<file path="src/hdl/gic_pkg.sv">
// shared types, constants and helpers for the gittins index calibration block
`timescale 1ns / 1ps
`default_nettype none
package gic_pkg;
   localparam int MAX_HORIZON = 64;
   localparam int PROB_BITS   = 16;
   localparam int HB          = $clog2(MAX_HORIZON);
   localparam int CNT_W       = HB + 1;
   localparam int ADDR_W      = 2 * HB;
   localparam int VAL_W       = 32;
   localparam int NUM_W       = VAL_W + HB + 2;
   localparam int DVS_W       = PROB_BITS + 1;
   localparam int IDX_W       = PROB_BITS + 1;
   localparam int HZ_W        = 7;
   localparam int COUNT_W     = 11;
   localparam int FIELD_AB_W  = 6;

   localparam logic [HZ_W-1:0]      HORIZON_RESET  = 7'd64;
   localparam logic [PROB_BITS-1:0] DISCOUNT_RESET = 16'd58982;
   localparam logic [PROB_BITS-1:0] STEP_RESET     = 16'd655;
   localparam logic [DVS_W-1:0]     ONE            = DVS_W'(1) << PROB_BITS;
   localparam logic [COUNT_W-1:0]   COUNT_MAX      = '1;

   typedef enum logic [1:0] {
      OP_CLEAR = 2'd0,
      OP_SWEEP = 2'd1,
      OP_READ  = 2'd2,
      OP_NONE  = 2'd3
   } op_type;

   typedef enum logic [1:0] {
      CSR_HORIZON  = 2'd0,
      CSR_DISCOUNT = 2'd1,
      CSR_STEP     = 2'd2
   } csr_type;

   typedef enum logic [3:0] {
      ST_CLEAR, ST_IDLE, ST_READ, ST_DIAG_GO, ST_DIAG_WAIT, ST_SAFE_GO, ST_SAFE_WAIT,
      ST_CELL_RD, ST_CELL_MUL1, ST_CELL_MUL2, ST_DIV_GO, ST_DIV_WAIT, ST_CELL_WR, ST_DONE
   } state_type;

   typedef struct packed {
      logic             start;
      logic [NUM_W-1:0] dividend;
      logic [DVS_W-1:0] divisor;
   } div_req_type;

   typedef struct packed {
      logic             done;
      logic [NUM_W-1:0] quotient;
   } div_rsp_type;

   function automatic logic [ADDR_W-1:0] cell_addr(input logic [CNT_W-1:0] a,
                                                   input logic [CNT_W-1:0] b);
      logic [CNT_W-1:0] am;
      logic [CNT_W-1:0] bm;
      am = a - CNT_W'(1);
      bm = b - CNT_W'(1);
      return {am[HB-1:0], bm[HB-1:0]};
   endfunction
endpackage
`default_nettype wire

</file>
<file path="src/hdl/gic_divider.sv">
// restoring divider, one quotient bit per cycle
`timescale 1ns / 1ps
`default_nettype none
module gic_divider
   import gic_pkg::*;
(
   input  wire logic        clock,
   input  wire logic        reset,
   input  wire div_req_type div_req,
   output div_rsp_type      div_rsp
);
   localparam int DC_W = $clog2(NUM_W + 1);

   logic [DVS_W-1:0] rem_ff, rem_in;
   logic [NUM_W-1:0] quo_ff, quo_in;
   logic [DVS_W-1:0] dvs_ff, dvs_in;
   logic [DC_W-1:0]  cnt_ff, cnt_in;
   logic             busy_ff, busy_in;
   logic             done_ff, done_in;
   logic [DVS_W:0]   shifted;
   logic             fits;

   always_comb begin
      shifted = {rem_ff, quo_ff[NUM_W-1]};
      fits    = shifted >= {1'b0, dvs_ff};
      rem_in  = rem_ff;
      quo_in  = quo_ff;
      dvs_in  = dvs_ff;
      cnt_in  = cnt_ff;
      busy_in = busy_ff;
      done_in = 1'b0;
      if (div_req.start) begin
         rem_in  = '0;
         quo_in  = div_req.dividend;
         dvs_in  = div_req.divisor;
         cnt_in  = DC_W'(NUM_W);
         busy_in = 1'b1;
      end else if (busy_ff) begin
         rem_in = fits ? DVS_W'(shifted - {1'b0, dvs_ff}) : shifted[DVS_W-1:0];
         quo_in = {quo_ff[NUM_W-2:0], fits};
         cnt_in = cnt_ff - DC_W'(1);
         if (cnt_ff == DC_W'(1)) begin
            busy_in = 1'b0;
            done_in = 1'b1;
         end
      end
   end

   always_ff @(posedge clock) begin
      rem_ff <= rem_in;
      quo_ff <= quo_in;
      dvs_ff <= dvs_in;
      cnt_ff <= cnt_in;
      if (reset) begin
         busy_ff <= 1'b0;
         done_ff <= 1'b0;
      end else begin
         busy_ff <= busy_in;
         done_ff <= done_in;
      end
   end

   assign div_rsp.done     = done_ff;
   assign div_rsp.quotient = quo_ff;

`ifndef SYNTHESIS
   a_start_idle: assert property (@(posedge clock) disable iff (reset)
      div_req.start |-> !busy_ff) else $error("divider restarted while busy");
   a_done_once: assert property (@(posedge clock) disable iff (reset)
      done_ff |-> !busy_ff) else $error("divider done while busy");
   a_nonzero: assert property (@(posedge clock) disable iff (reset)
      div_req.start |-> div_req.divisor != '0) else $error("divide by zero");
`endif
endmodule
`default_nettype wire

</file>
<file path="config.mk">
export PLATFORM = sky130hd
export DESIGN_NAME = gic_divider
export DESIGN_NICKNAME = d
export VERILOG_FILES = /design/src/hdl/gic_pkg.sv /design/src/hdl/gic_divider.sv
export SDC_FILE = /design/constraint.sdc
export NUM_CORES = 1
export LEC_CHECK = 0
export BUFFER_PORTS_ARGS = -buffer_cell sky130_fd_sc_hd__buf_2
export CORE_MARGIN = 2
export CORE_UTILIZATION = 54
export DETAILED_ROUTE_END_ITERATION = 12
export GPL_TIMING_DRIVEN = 0
export PLACE_DENSITY = 0.8
export RECOVER_POWER = 100
export SLEW_MARGIN = 20
export SYNTH_ARGS = -nofsm -noshare
export SYNTH_HDL_FRONTEND = slang
export SYNTH_SLANG_ARGS = --single-unit
</file>
<file path="constraint.sdc">
create_clock -name clock -period 3.5 [get_ports clock]
set_clock_uncertainty 0.2 [all_clocks]
set_input_delay 0.525 -clock clock [delete_from_list [all_inputs] [get_ports clock]]
set_output_delay 0.525 -clock clock [all_outputs]
set_load 0.01 [all_outputs]
</file>
==> results.txt <==
----------------------------------------------------
[Timing]
  Total count of hold-check failures in the final report ... 0
  Minimum setup slack in the final design ... 0.390 ns
  Slew Limit Headroom ... 23.9%
  Final critical delay including setup and external delays ... 3.11 ns
  Final setup fails ... 0
  Maximum clock frequency ... 322 MHz
  Final worst-path cycle share ... 88.9%
  RSZ-0062 raised after global routing ... false
  Slew at the pin with the worst max-slew slack ... 1.14 ns
  Final slew viol count ... 0
  Post-route setup TNS ... 0 ns

[Routing]
  Number of DRC violations after detailed routing ... 0
  1st-iter DRT viols ... 399
  First-pass iteration count of the detailed router ... 4
  Total via count in the routed design ... 3442
  Routed len/inst ... 17.6 um
  Number of nets with antenna violations after routing ... 0
  Final wirelength ... 10.5 mm
  Via-to-Cell Ratio ... 5.78

[Critical path]
  Nature of the critical path startpoint ... input pin
  Required time of the worst setup path ... 3.30 ns
  Critical Path End Type ... register
  Critical path peak fanout ... 32
  Startpoint-to-endpoint class of the critical path ... in -> reg
  Worst endpoint data arrival time ... 2.91 ns

[Die]
  Top Ports ... 101
  Die extent in x ... 93.3 um
  Overall die area ... 8700 um^2
  Die span in y ... 93.3 um
  Starting density of the core ... 55.7%
  Core Footprint ... 7730 um^2
  Std cell rows ... 32

[Clock network]
  Clock tree from TritonCTS ... yes
  Clock tree sinks ... 82
  Quantity of gates resized following cts ... 0
  Clock slew at reported path FFs ... 0.09 ns
  CTS buffer count ... 9
  CTS H-tree depth ... 3
  Buffer count from post-CTS setup fixing ... 0
  Buffer cell driving the clock tree root ... sky130_fd_sc_hd__clkbuf_8
  Bufs on Longest Clock Path ... 2
  Later-pin clock latency in the skew report ... 0.35 ns
  Hold Buf Count CTS ... 0

[Synthesis]
  Share of async-settable or async-resettable flops after synthesis ... 0%
  Sequential element share of the synthesized area ... 51.4%
  Seq cells post-synth ... 82
  Number of cells produced by synthesis ... 376
  Number of unique standard cell types used by synthesis ... 59
  Synth Flop Type ... sky130_fd_sc_hd__edfxtp_1
  Yosys warning count ... 0
  Top-area cell type share of the netlist area ... 39.8%
  Synth Net Count ... 456
  Number of enable flip-flop cells after synthesis ... 57
  Biggest area contributors in the synthesized netlist ... sky130_fd_sc_hd__edfxtp_1, sky130_fd_sc_hd__dfxtp_1, sky130_fd_sc_hd__mux2_2
  Library cell with the largest summed area after synthesis ... sky130_fd_sc_hd__edfxtp_1
  Syn avg cell area ... 11.5 um^2
  Post-synthesis instance area ... 4310 um^2

[Worst hold path]
  Hold crit path type ... in -> reg

[Outcome]
  Result of the run ... finished, final reports clean

[Pwr]
  Power density over cell area ... 459 nW/um^2
  Reported leakage power ... 2.06 nW
  Total power consumption of the routed design ... 2.34 mW
  Maximum vdd ir drop ... 330 uV

[Finish]
  Commonest non-fill, non-tap cell in the layout ... sky130_fd_sc_hd__buf_2
  Leading cell types in the layout, fill and taps excluded ... sky130_fd_sc_hd__buf_2, sky130_fd_sc_hd__edfxtp_1, sky130_fd_sc_hd__clkbuf_1, sky130_fd_sc_hd__mux2_2, sky130_fd_sc_hd__nor2_1
  Final layout net count ... 568
  Final antenna diode count ... 0
  Area grow syn2layout ... 18.2%
  Finished Layout Cells ... 595
  Final standard cell utilization of the core ... 65.9%
  Fraction of layout cells with a size suffix above 1 ... 26.0%

[Job]
  Number of max-capacitance violations reported ... 0

[GRT]
  Pin count of the biggest net entering global routing ... 33
  Via count of the first global-routing pass ... 3480
  All-Layer GR Usage ... 25.0%
  GRT overflow ... 0
  First-pass GRT wire length ... 16.8 mm
  Number of antenna violations at the first check in global routing ... 0

[Place]
  Number of placed instances with taps included ... 579
  Input/output buffers ... 100
  Placement Setup Slack ... 0.528 ns
  Final weighted congestion in routability-driven placement ... 0.872
  Final HPWL from detailed placement ... 7.58 mm

----------------------------------------------------
==> Yosys cell counts, types with 5 or more instances <==
library cell,instances
sky130_fd_sc_hd__edfxtp_1,57
sky130_fd_sc_hd__mux2_2,39
sky130_fd_sc_hd__nor2_1,30
sky130_fd_sc_hd__dfxtp_1,25
sky130_fd_sc_hd__inv_1,24
sky130_fd_sc_hd__a21oi_1,22
sky130_fd_sc_hd__nand2_1,20
sky130_fd_sc_hd__ha_1,19
sky130_fd_sc_hd__o21ai_0,12
sky130_fd_sc_hd__clkbuf_1,11
sky130_fd_sc_hd__nand3_1,11
sky130_fd_sc_hd__xnor2_1,8
sky130_fd_sc_hd__a21o_1,6
sky130_fd_sc_hd__xor2_1,6
sky130_fd_sc_hd__a211oi_1,5
sky130_fd_sc_hd__a311oi_1,5
sky130_fd_sc_hd__nor3_1,5
==> worst max-delay path: stages <==
cell and delay (ns):
sky130_fd_sc_hd__clkbuf_1 0.82, sky130_fd_sc_hd__clkbuf_1 0.36, sky130_fd_sc_hd__nor2_1 0.10, sky130_fd_sc_hd__clkbuf_1 0.25, sky130_fd_sc_hd__inv_1 0.33, sky130_fd_sc_hd__clkbuf_4 0.50
==> cells by family (layout without fill, tap and decap cells) <==
kind of cell | Yosys count | after routing | share of synthesized area (%)
AO/OA/AOI/OAI | 88 | 88 | 15.2
AND/OR/NAND/NOR | 88 | 88 | 9.68
flip-flops | 82 | 82 | 51.4
buffers and inverters | 43 | 160 | 4.24
multiplexers | 41 | 41 | 10.7
adder cells (fa/ha/maj) | 20 | 20 | 5.99
XOR/XNOR | 14 | 14 | 2.85
==> power breakdown <==
group          switching [mW]  total (mW)  internal (mW)
Clock                   0.345       0.767          0.422
Combinational           0.223       0.389          0.166
Sequential             0.0485        1.18           1.13
Total                   0.616        2.34           1.72
==> stage by stage <==
| stage | instance area, um^2 | hold slack [ns] |
|---|---|---|
| 5_1_grt | 5090 | 0.118 |
| 3_3_place_gp | 4930 | 0.281 |
| 6_report | 5090 | 0.143 |
| 2_1_floorplan | 4310 | 0.250 |
| 4_1_cts | 5170 | 0.130 |
| 3_5_place_dp | 4950 | 0.295 |
==> final cells by class <==
type	instances	area [um^2]
timing repair buffer	101	455
sequential	82	2210
clock buffer	12	145
buffer	19	92.6
tap	102	128
multi-input combinational	251	1890
clock inverter	4	75.1
fill	593	2640
inverter	24	90.1
==> state kept, by name, indices dropped and copies added, names as in the netlist <==
| signal | count |
|---|---|
| done_ff | 1 |
| quo_ff | 40 |
| dvs_ff | 17 |
| busy_ff | 1 |
| rem_ff | 17 |
| cnt_ff | 6 |
==> layer usage <==
| metal | wire length, um | share of wire (%) | vias up | track usage, % |
|---|---|---|---|---|
| met5 | 0 | 0 | - | 0 |
| met4 | 250 | 2.4 | 0 | 8.70 |
| li1 | - | - | 1622 | - |
| met2 | 5140 | 49 | 156 | 41.8 |
| met3 | 855 | 8.1 | 25 | 8.62 |
| met1 | 4250 | 41 | 1639 | 30.1 |
==> final timing paths <==
path	start	depth (start not counted)	slack, ns	endpoint
worst max-delay path	div_req[57]	6	0.39	quo_ff[16]
worst min-delay path	div_req[6]	1	0.14	dvs_ff[6]
worst max register to register	quo_ff[39]	10	0.42	rem_ff[7]
worst min register to register	cnt_ff[1]	2	0.31	cnt_ff[1]
Power figures use the tool's default switching activity.
